File: src/design/tsc_pkg.sv
// ----------------------------------------------------------------------------
// tsc_pkg
// Shared types, codes and constants of the thermostat setpoint controller.
// ----------------------------------------------------------------------------
package tsc_pkg;

	localparam int MAX_DIGITS = 2;

	localparam logic [7:0] KEY_STAR = 8'd42;
	localparam logic [7:0] KEY_HASH = 8'd35;
	localparam logic [7:0] KEY_ZERO = 8'd48;
	localparam logic [7:0] KEY_NINE = 8'd57;

	localparam logic [6:0] THRESH_RESET   = 7'd30;
	localparam logic [6:0] THRESH_MAX     = 7'd99;
	localparam logic [7:0] SHUTDOWN_RESET = 8'd60;

	// hundredths = floor(nibble * 625 / 100) mod 100 = floor(nibble * 25 / 4)
	localparam logic [8:0] HUND_SCALE = 9'd25;

	typedef enum logic [1:0] {
		OP_KEY     = 2'd0,
		OP_READING = 2'd1,
		OP_RESTORE = 2'd2
	} op_t;

	typedef enum logic {
		CFG_DEFAULT_THRESHOLD = 1'b0,
		CFG_SHUTDOWN_TEMP     = 1'b1
	} cfg_idx_t;

	typedef struct packed {
		logic [6:0] default_thresh;  // already saturated to 99
		logic [7:0] shutdown_temp;
	} cfg_t;

	typedef struct packed {
		logic [1:0] op;
		logic [7:0] key_code;
		logic [7:0] sensor_high;
		logic [7:0] sensor_low;
		logic [7:0] stored_byte;
	} item_t;

	typedef struct packed {
		logic       setup;
		logic [1:0] digit_count;
		logic       fan;
		logic       online;
		logic [6:0] threshold;
		logic [7:0] whole;
		logic [6:0] hund;
	} ctrl_state_t;

endpackage

File: src/design/tsc_cfg_regs.sv
// ----------------------------------------------------------------------------
// tsc_cfg_regs
// Configuration registers: default threshold and server shutdown limit.
// ----------------------------------------------------------------------------
module tsc_cfg_regs (
	input  logic               clk,
	input  logic               arst_n,
	input  logic               wr_en,
	input  logic               wr_index,
	input  logic [7:0]         wr_data,
	output tsc_pkg::cfg_t      cfg
);

	logic [6:0] default_q;
	logic [7:0] shutdown_q;

	always_ff @(posedge clk or negedge arst_n) begin
		if (!arst_n) begin
			default_q  <= tsc_pkg::THRESH_RESET;
			shutdown_q <= tsc_pkg::SHUTDOWN_RESET;
		end else if (wr_en) begin
			case (tsc_pkg::cfg_idx_t'(wr_index))
				tsc_pkg::CFG_DEFAULT_THRESHOLD: default_q  <= wr_data[6:0];
				tsc_pkg::CFG_SHUTDOWN_TEMP:     shutdown_q <= wr_data;
				default: ;
			endcase
		end
	end

	always_comb begin
		cfg.default_thresh = (default_q > tsc_pkg::THRESH_MAX) ? tsc_pkg::THRESH_MAX
		                                                       : default_q;
		cfg.shutdown_temp  = shutdown_q;
	end

endmodule

File: src/design/tsc_step.sv
// ----------------------------------------------------------------------------
// tsc_step
// Next-state logic for one item: key handling, reading scale, restore.
// ----------------------------------------------------------------------------
module tsc_step (
	input  tsc_pkg::item_t                    item,
	input  tsc_pkg::ctrl_state_t              cur,
	input  logic [3:0]                        digits [tsc_pkg::MAX_DIGITS],
	input  tsc_pkg::cfg_t                     cfg,
	output tsc_pkg::ctrl_state_t              nxt,
	output logic                              save,
	output logic [tsc_pkg::MAX_DIGITS-1:0]    digit_we,
	output logic [3:0]                        digit_val
);

	logic [8:0] hund_prod;
	logic [6:0] commit_val;
	logic [7:0] key;

	assign key       = item.key_code;
	assign digit_val = 4'(key - tsc_pkg::KEY_ZERO);
	assign hund_prod = {5'd0, item.sensor_low[7:4]} * tsc_pkg::HUND_SCALE;

	// value of the buffered digits, most significant first
	always_comb begin
		commit_val = '0;
		for (int i = 0; i < tsc_pkg::MAX_DIGITS; i++) begin
			if (2'(i) < cur.digit_count)
				commit_val = 7'(commit_val * 7'd10 + {3'd0, digits[i]});
		end
	end

	always_comb begin
		nxt      = cur;
		save     = 1'b0;
		digit_we = '0;
		case (tsc_pkg::op_t'(item.op))
			tsc_pkg::OP_KEY: begin
				if (!cur.setup) begin
					if (key == tsc_pkg::KEY_STAR) begin
						nxt.setup       = 1'b1;
						nxt.digit_count = '0;
						nxt.fan         = 1'b0;
					end
				end else if (key inside {[tsc_pkg::KEY_ZERO:tsc_pkg::KEY_NINE]}) begin
					if (cur.digit_count < 2'(tsc_pkg::MAX_DIGITS)) begin
						for (int i = 0; i < tsc_pkg::MAX_DIGITS; i++)
							digit_we[i] = (cur.digit_count == 2'(i));
						nxt.digit_count = cur.digit_count + 2'd1;
					end
				end else if (key == tsc_pkg::KEY_HASH) begin
					if (cur.digit_count != 2'd0) begin
						nxt.threshold = commit_val;
						save          = 1'b1;
					end
					nxt.setup       = 1'b0;
					nxt.digit_count = '0;
				end else if (key == tsc_pkg::KEY_STAR) begin
					nxt.setup       = 1'b0;
					nxt.digit_count = '0;
				end
			end
			tsc_pkg::OP_READING: begin
				if (!cur.setup) begin
					nxt.whole  = item.sensor_high;
					nxt.hund   = hund_prod[8:2];
					nxt.online = (item.sensor_high < cfg.shutdown_temp);
					nxt.fan    = (item.sensor_high >= {1'b0, cur.threshold});
				end
			end
			tsc_pkg::OP_RESTORE: begin
				if (item.stored_byte >= 8'd1 && item.stored_byte <= {1'b0, tsc_pkg::THRESH_MAX}) begin
					nxt.threshold = item.stored_byte[6:0];
				end else begin
					nxt.threshold = cfg.default_thresh;
					save          = 1'b1;
				end
			end
			default: ;
		endcase
	end

endmodule

File: src/design/thermostat_setpoint_controller_top.sv
// ----------------------------------------------------------------------------
// thermostat_setpoint_controller_top
// Fan thermostat with keypad setpoint entry, one result per input item.
// ----------------------------------------------------------------------------
// Takes one item per clock while out_ready does not stall. An accepted item is
// registered in the input register, its state update and result are computed
// in one pass of logic, and the result is registered in the result register.
// The only stall comes from out_ready: the input register takes items while
// it is empty or the result register is free or being emptied. cfg_ready is
// always high; write configuration only while no item is in flight.
module thermostat_setpoint_controller_top (
	input  logic       clk,
	input  logic       arst_n,

	input  logic       in_valid,
	output logic       in_ready,
	input  logic [1:0] op,
	input  logic [7:0] key_code,
	input  logic [7:0] sensor_high,
	input  logic [7:0] sensor_low,
	input  logic [7:0] stored_byte,

	output logic       out_valid,
	input  logic       out_ready,
	output logic       fan_on,
	output logic       server_online,
	output logic       in_setup,
	output logic [6:0] threshold_now,
	output logic [1:0] digits_entered,
	output logic       save_request,
	output logic [7:0] temp_whole,
	output logic [6:0] temp_hundredths,

	input  logic       cfg_valid,
	output logic       cfg_ready,
	input  logic       cfg_index,
	input  logic [7:0] cfg_data
);

	tsc_pkg::cfg_t        cfg;
	tsc_pkg::item_t       item_s1;
	logic                 valid_s1;
	tsc_pkg::ctrl_state_t st_q;
	tsc_pkg::ctrl_state_t st_nxt;
	logic [3:0]           digit_q [tsc_pkg::MAX_DIGITS];
	logic [tsc_pkg::MAX_DIGITS-1:0] digit_we;
	logic [3:0]           digit_val;
	logic                 save_nxt;
	logic                 save_q;
	logic                 out_valid_q;
	logic                 adv;
	logic                 in_fire;

	assign cfg_ready = 1'b1;

	tsc_cfg_regs u_cfg (
		.clk      (clk),
		.arst_n   (arst_n),
		.wr_en    (cfg_valid && cfg_ready),
		.wr_index (cfg_index),
		.wr_data  (cfg_data),
		.cfg      (cfg)
	);

	// result slot frees up when empty or when its transfer happens now
	assign adv      = !out_valid_q || out_ready;
	assign in_ready = !valid_s1 || adv;
	assign in_fire  = in_valid && in_ready;

	always_ff @(posedge clk or negedge arst_n) begin
		if (!arst_n)
			valid_s1 <= 1'b0;
		else if (in_fire)
			valid_s1 <= 1'b1;
		else if (adv)
			valid_s1 <= 1'b0;
	end

	always_ff @(posedge clk) begin
		if (in_fire) begin
			item_s1.op          <= op;
			item_s1.key_code    <= key_code;
			item_s1.sensor_high <= sensor_high;
			item_s1.sensor_low  <= sensor_low;
			item_s1.stored_byte <= stored_byte;
		end
	end

	tsc_step u_step (
		.item      (item_s1),
		.cur       (st_q),
		.digits    (digit_q),
		.cfg       (cfg),
		.nxt       (st_nxt),
		.save      (save_nxt),
		.digit_we  (digit_we),
		.digit_val (digit_val)
	);

	always_ff @(posedge clk or negedge arst_n) begin
		if (!arst_n) begin
			st_q.setup       <= 1'b0;
			st_q.digit_count <= '0;
			st_q.fan         <= 1'b0;
			st_q.online      <= 1'b1;
			st_q.threshold   <= tsc_pkg::THRESH_RESET;
			st_q.whole       <= '0;
			st_q.hund        <= '0;
			out_valid_q      <= 1'b0;
			save_q           <= 1'b0;
		end else if (adv) begin
			out_valid_q <= valid_s1;
			if (valid_s1) begin
				st_q   <= st_nxt;
				save_q <= save_nxt;
			end
		end
	end

	always_ff @(posedge clk) begin
		for (int i = 0; i < tsc_pkg::MAX_DIGITS; i++) begin
			if (adv && valid_s1 && digit_we[i])
				digit_q[i] <= digit_val;
		end
	end

	// the state registers hold the state after the item in the result slot
	assign out_valid       = out_valid_q;
	assign fan_on          = st_q.fan;
	assign server_online   = st_q.online;
	assign in_setup        = st_q.setup;
	assign threshold_now   = st_q.threshold;
	assign digits_entered  = st_q.digit_count;
	assign save_request    = save_q;
	assign temp_whole      = st_q.whole;
	assign temp_hundredths = st_q.hund;

`ifndef SYNTHESIS
	assert property (@(posedge clk) disable iff (!arst_n)
		st_q.digit_count <= 2'(tsc_pkg::MAX_DIGITS))
		else $error("digit count beyond limit");

	assert property (@(posedge clk) disable iff (!arst_n)
		!st_q.setup |-> st_q.digit_count == 2'd0)
		else $error("digits buffered outside setup");

	assert property (@(posedge clk) disable iff (!arst_n)
		st_q.setup |-> !st_q.fan)
		else $error("fan on during setup");

	assert property (@(posedge clk) disable iff (!arst_n)
		!out_valid_q |-> in_ready)
		else $error("input stalled with empty result slot");
`endif

endmodule

File: config.mk
export PLATFORM = sky130hd
export DESIGN_NAME = thermostat_setpoint_controller_top
export DESIGN_NICKNAME = d
export VERILOG_FILES = /design/src/design/tsc_pkg.sv /design/src/design/tsc_cfg_regs.sv /design/src/design/tsc_step.sv /design/src/design/thermostat_setpoint_controller_top.sv
export SDC_FILE = /design/constraint.sdc
export NUM_CORES = 1
export LEC_CHECK = 0
export BUFFER_PORTS_ARGS = -buffer_cell sky130_fd_sc_hd__buf_2
export CORE_UTILIZATION = 30
export CTS_CLUSTER_DIAMETER = 30
export DETAILED_ROUTE_END_ITERATION = 10
export SETUP_SLACK_MARGIN = 0.02
export SYNTH_ARGS = -nofsm -noshare
export SYNTH_HDL_FRONTEND = slang
export SYNTH_SLANG_ARGS = --single-unit
File: constraint.sdc
create_clock -name clk -period 2.8 [get_ports clk]
set_input_delay 0.28 -clock clk [delete_from_list [all_inputs] [get_ports clk]]
set_output_delay 0.28 -clock clk [all_outputs]
set_load 0.01 [all_outputs]
==> results of run 1 <==
## per-layer routing
| layer | GRT usage (%) | vias up | wire [µm] |
|---|---|---|---|
| met2 | 21.4 | 59 | 4270 |
| met4 | 5.47 | 0 | 157 |
| met3 | 4.09 | 13 | 406 |
| met5 | 0 | - | 0 |
| met1 | 16.7 | 1407 | 3940 |
| li1 | - | 1409 | - |
## where the power goes
part	total, µW	internal, µW	switching, µW
Sequential	1670	1530	139
Clock	1330	842	492
Combinational	722	355	367
Total	3720	2720	998
## layout by cell type, fill, tap and decap left out, drive strengths merged, types with 7 or more instances in the layout
cell type	n
nand2b	9
buf	81
dfstp	13
nand2	21
clkbuf	10
nor2	19
a31oi	7
a21oi	13
o21ai	16
inv	24
edfxtp	38
dfrtp	32
xnor2	7
a21o	7
mux2	26
ha	31
## through the flow
step	utilization [%]	power [µW]	hold slack [ps]
after global routing	38.3	3930	89.3
after global placement	35.5	2390	312
after floorplan	-	2090	-15.6
after CTS	38.2	3780	85.2
after detailed placement	35.5	2420	317
final	38.3	3720	105
## state kept, by name (all words and copies together) (netlist names), 2 cells and up
name	count
threshold_now	7
temp_hundredths	7
digits_entered	2
u_cfg.default_q	7
item_s1	30
u_cfg.shutdown_q	8
temp_whole	8
digit_q	8
## worst max-delay path by stage
stage	slack [ps]	cells after the start	to	start
floorplan	120	11	threshold_now[4]	digits_entered[1]
global placement	160	11	threshold_now[4]	digits_entered[0]
detailed placement	50	11	threshold_now[4]	digits_entered[0]
CTS	20	11	threshold_now[4]	digits_entered[0]
global route	20	11	threshold_now[6]	digits_entered[0]
finish	210	10	threshold_now[6]	digits_entered[0]
## kinds of logic after synthesis
group | Yosys count | share of synthesized area, %
AND/OR/NAND/NOR | 95 | 12.7
other | 1 | 0.0901
XOR/XNOR | 9 | 1.89
AO/OA/AOI/OAI | 60 | 9.62
flip-flops | 83 | 54.9
adder cells (fa/ha/maj) | 33 | 10.3
buffers and inverters | 32 | 3.25
multiplexers | 27 | 7.27
## cell type report
cell class	count	area (µm²)	area share, %
Tap cell	176	220	4.29
Clock inverter	6	95.1	1.85
Sequential cell	83	2280	44.4
Timing Repair Buffer	82	435	8.47
Inverter	23	86.3	1.68
Clock buffer	10	250	4.87
Multi-Input combinational cell	225	1770	34.4
## worst max-delay path: stages, from the launching register on
cell and delay, ps:
dfrtp_1 430, inv_1 100, ha_2 210, and2b_1 210
ha_1 290, ha_2 390, and4b_1 270, a311oi_4 60
o31a_1 260, o2111ai_1 190, nand2_1 70
## what timing repair did
item / 4_1_cts / 5_1_grt
gates resized for setup: 0 / 4
buffers inserted: 0 / 0
hold buffers: 1 / 0
endpoints found under the setup margin: 0 / 3
hold endpoints to repair: 16 / 0
==> results_dict.tcl, run 1 <==
set metrics [dict create \
    cts.sinks 83 \
    slew_headroom_pct 54.4 \
    worst-setup-path-type "reg -> reg" \
    status "finished, final reports clean" \
    drtAntennaViolNets 0 \
    drcViolationCount 0 \
    antenna_cells 0 \
    r2r_cells 10 \
    nNetsFinal 505 \
    path_clk_slew_ps 60 \
    hold_path_end "item_s1[16]" \
    insertion_delay_ps 350 \
    grt_max_degree 31 \
    cts_buffers 9 \
    dp.cells 588 \
    fillers 1322 \
    grt_usage_pct 13.3 \
    fmax_mhz 387 \
    ios 79 \
    crit_path_end_kind "flop" \
    seq_area_frac_synth_pct 54.9 \
    reg2reg_slack_ps 210 \
    synth-edff-count 38 \
    drt-initial-drc-count 117 \
    design_area_um2 5140 \
    slew_violations 0 \
    setup_tns_ps 0 \
    crit_fanout 5 \
    htree_levels 3 \
    ys_types 54 \
    netlist_instances 340 \
    clk_path_buf_depth 2 \
    wirelength_mm 8.77 \
    routabilityCongestion 0.786 \
    synthesis.area_um2 4160 \
    first_pass_iters 5 \
    synth_most_common_cell "edfxtp_1" \
    whs_path_depth 1 \
    synth_seq_cells 83 \
    grt_pass1_wl_mm 14.5 \
    place_ws_ps 46.5 \
    wire_per_inst_um 14.5 \
    finalCritPeriodShare_pct 92.4 \
    die-area_um2 14400 \
    crit_arrival_ps 2820 \
    holdCritStartpoint "sensor_high[0]" \
    fin_cells 605 \
    antenna_found_initial 0 \
    numPortBuffers 73 \
    hpwlAfterDp_mm 6.84 \
    fin_ws_ps 214 \
    rsz0062_at_grt "no" \
    synthTopCellsByCount "edfxtp_1, dfrtp_1, ha_1" \
    die_h_um 120 \
    drive_gt1_share_pct 33.3 \
    grt_pass1_vias 2912 \
    num_vias 2888 \
    area_delta_synth_final_pct 23.4 \
    peakVddDrop_uv 424 \
    reg2reg_from "digits_entered[0]" \
    maxCapViolations 0 \
    synthTopCellsByArea "edfxtp_1, dfrtp_1, ha_1" \
    start_kind "flop" \
    tightest_slew_ps 683 \
    dieWidth_um 120 \
    synth_largest_area_cell "edfxtp_1" \
    start_util_pct 31.1 \
    final-setup-viol-count 0 \
    skew_ps 5.22 \
    powerDensity_nw_per_um2 724 \
    viasPerCell 4.77 \
    hold_violations 0 \
    syn_avg_cell_area_um2 12.2 \
    post_dp_cell_area_um2 4760 \
    ys_async_sr_fraction_pct 54.2 \
    leakage_uw 0.00222 \
    fp-row-count 42 \
    regToRegEndpoint "threshold_now[6]" \
    crit_required_ps 3040 \
    grt_overflow_total 0 \
    ys_warn_count 0 \
    period_minus_slack_ps 2590 \
    core_um2 13400 \
    synth_top_flop_cell "edfxtp_1" \
    min_path_type "in -> reg" \
    tritoncts "built" \
    synth.top_cell.area_share_pct 27.4 \
    syn_nets 421 \
    cts_root_buf "clkbuf_16" \
]
Power figures use the tool's default switching activity.
==> run 2, diff against run 1 <==
- ABC_AREA: default -> 1
- CTS_CLUSTER_DIAMETER: 30 -> 150
==> results_dict.tcl, run 2 <==
set metrics [dict create \
    status "finished, final reports clean" \
    cts_resized 0 \
    start_kind "flop" \
    drt-initial-drc-count 186 \
    drive_gt1_share_pct 25.4 \
    post-cts-setup-buffers 0 \
    maxCapViolations 0 \
    synth_most_common_cell "nand2_1" \
    ys_types 38 \
    netlist_instances 456 \
    top_layer_used "met4" \
    tritoncts "built" \
    synth_seq_cells 83 \
    wirelength_mm 9.50 \
    crit_path_end_kind "flop" \
    cts_buffers 9 \
    cts_root_buf "clkbuf_16" \
    hpwlAfterDp_mm 7.27 \
    crit_fanout 6 \
    clk_path_buf_depth 2 \
    wl_met1_mm 4.25 \
    most-common-layout-cells "nand2_1, buf_2, inv_1" \
    num_vias 3269 \
    numPortBuffers 73 \
    wire_per_inst_um 13.2 \
    min_path_type "in -> reg" \
    mostFrequentLayoutCell "nand2_1" \
    synthTopCellsByCount "nand2_1, inv_1, edfxtp_1" \
    setup_tns_ps 0 \
    synthesis.area_um2 4310 \
    hold_buffers 0 \
    crit_slowest_cell "fa_1" \
    slew_headroom_pct 30.3 \
    viasPerCell 4.54 \
    wl_met2_mm 4.54 \
    ys_async_sr_fraction_pct 54.2 \
    top_register "item_s1" \
    die_h_um 122 \
    crit_required_ps 3080 \
    grt_usage_pct 13.9 \
    antenna_found_initial 0 \
    fin_total_pwr_uw 3760 \
    slew_violations 0 \
    leakage_uw 0.00251 \
    area_delta_synth_final_pct 19.7 \
    crit_arrival_ps 2830 \
    start_util_pct 30.9 \
    antenna_cells 0 \
    ios 79 \
    core_um2 13900 \
    die-area_um2 14800 \
    powerDensity_nw_per_um2 730 \
    synth_largest_area_cell "edfxtp_1" \
    synth_top_flop_cell "edfxtp_1" \
    skew_ps 6.99 \
    path_cells "inv_1 > ha_1 > inv_2 > nand2_1 > inv_1 > ha_1 > ha_1 > inv_1 > fa_1 > nor2_1 > nand3_1 > nand3_1 > nand3_1 > a21oi_2" \
    fmax_mhz 391 \
    met3_length_um 524 \
    peakVddDrop_uv 350 \
    nNetsFinal 616 \
    grt_pass1_wl_mm 15.5 \
    syn_nets 537 \
    grt_pass1_vias 3282 \
    drcViolationCount 0 \
    period_minus_slack_ps 2560 \
    largest_reg_flops 30 \
    synth-edff-count 38 \
    path_clk_slew_ps 70 \
    worst-setup-path-type "reg -> reg" \
    first_pass_iters 4 \
    hold_slack_ps 102 \
    routabilityCongestion 0.862 \
    ys_warn_count 0 \
    htree_levels 3 \
    grt_max_degree 46 \
    dieWidth_um 122 \
    tightest_slew_ps 1050 \
    finalCritPeriodShare_pct 91.3 \
    drtAntennaViolNets 0 \
    fillers 1410 \
    hold_violations 0 \
    fp-row-count 43 \
    synth.top_cell.area_share_pct 26.5 \
    seq_area_frac_synth_pct 53.0 \
    cts.sinks 83 \
    insertion_delay_ps 350 \
    final-setup-viol-count 0 \
    synthTopCellsByArea "edfxtp_1, dfrtp_1, nand2_1" \
    rsz0062_at_grt "no" \
    syn_avg_cell_area_um2 9.45 \
    fin_util_pct 37.0 \
    grt_overflow_total 0 \
    max_stage_delay_ps 450 \
]
[run 2: power breakdown]
| group | switching [µW] | total, µW | leakage [µW] | internal (µW) |
|---|---|---|---|---|
| combinational | 520 | 881 | 0.00148 | 362 |
| sequential | 167 | 1710 | 0.000885 | 1540 |
| clock | 511 | 1170 | 0.000150 | 661 |
[run 2: layout make-up]
class	instances	area (µm²)	share of cell area [%]
clock buffer	10	250	4.85
clock inverter	6	41.3	0.800
inverter	70	268	5.19
multi-input combinational	296	1710	33.2
sequential	83	2280	44.3
tap	180	225	4.36
timing repair buffer	75	380	7.37
[run 2: critical path: cells and delay by family, from the launching register on]
kind,cells,cell delay (ps)
fa+ha+maj,4,1030
simple gates,5,580
flops,1,410
buf+inv,4,330
compound gates,1,120
[run 2: metrics by stage]
stage	cells	setup slack [ps]	instance area, µm²
after CTS	720	239	5160
after global placement	704	367	4870
after floorplan	456	260	4310
after detailed placement	704	257	4870
after global routing	720	27.1	5160
final	720	245	5160
[run 2: logic make-up (layout without fill, tap and decap cells)]
family,count (synthesis),count (layout),synth area share (%)
other cells,1,1,0.0870
fa+ha+maj,33,33,9.93
flops,83,83,53.0
buf+inv,77,161,7.29
xor+xnor,7,7,1.42
simple gates,192,192,19.5
compound gates,63,63,8.77
[run 2: worst paths after layout]
check,cells after the start,slack [ps],endpoint,from
worst max-delay path,14,240,threshold_now[6],digits_entered[0]
worst min-delay path,1,100,item_s1[12],sensor_low[4]
worst max register to register,14,240,threshold_now[6],digits_entered[0]
worst min register to register,2,470,server_online,server_online
max in group asynchronous,1,2030,in_setup,arst_n
min in group asynchronous,1,120,u_cfg.default_q[5],arst_n
[run 2: metal layers]
metal	vias to the layer above	GRT usage, %
li1	1644	-
met1	1534	16.5
met2	81	22.5
met3	10	5.15
met4	0	5.63
met5	-	0
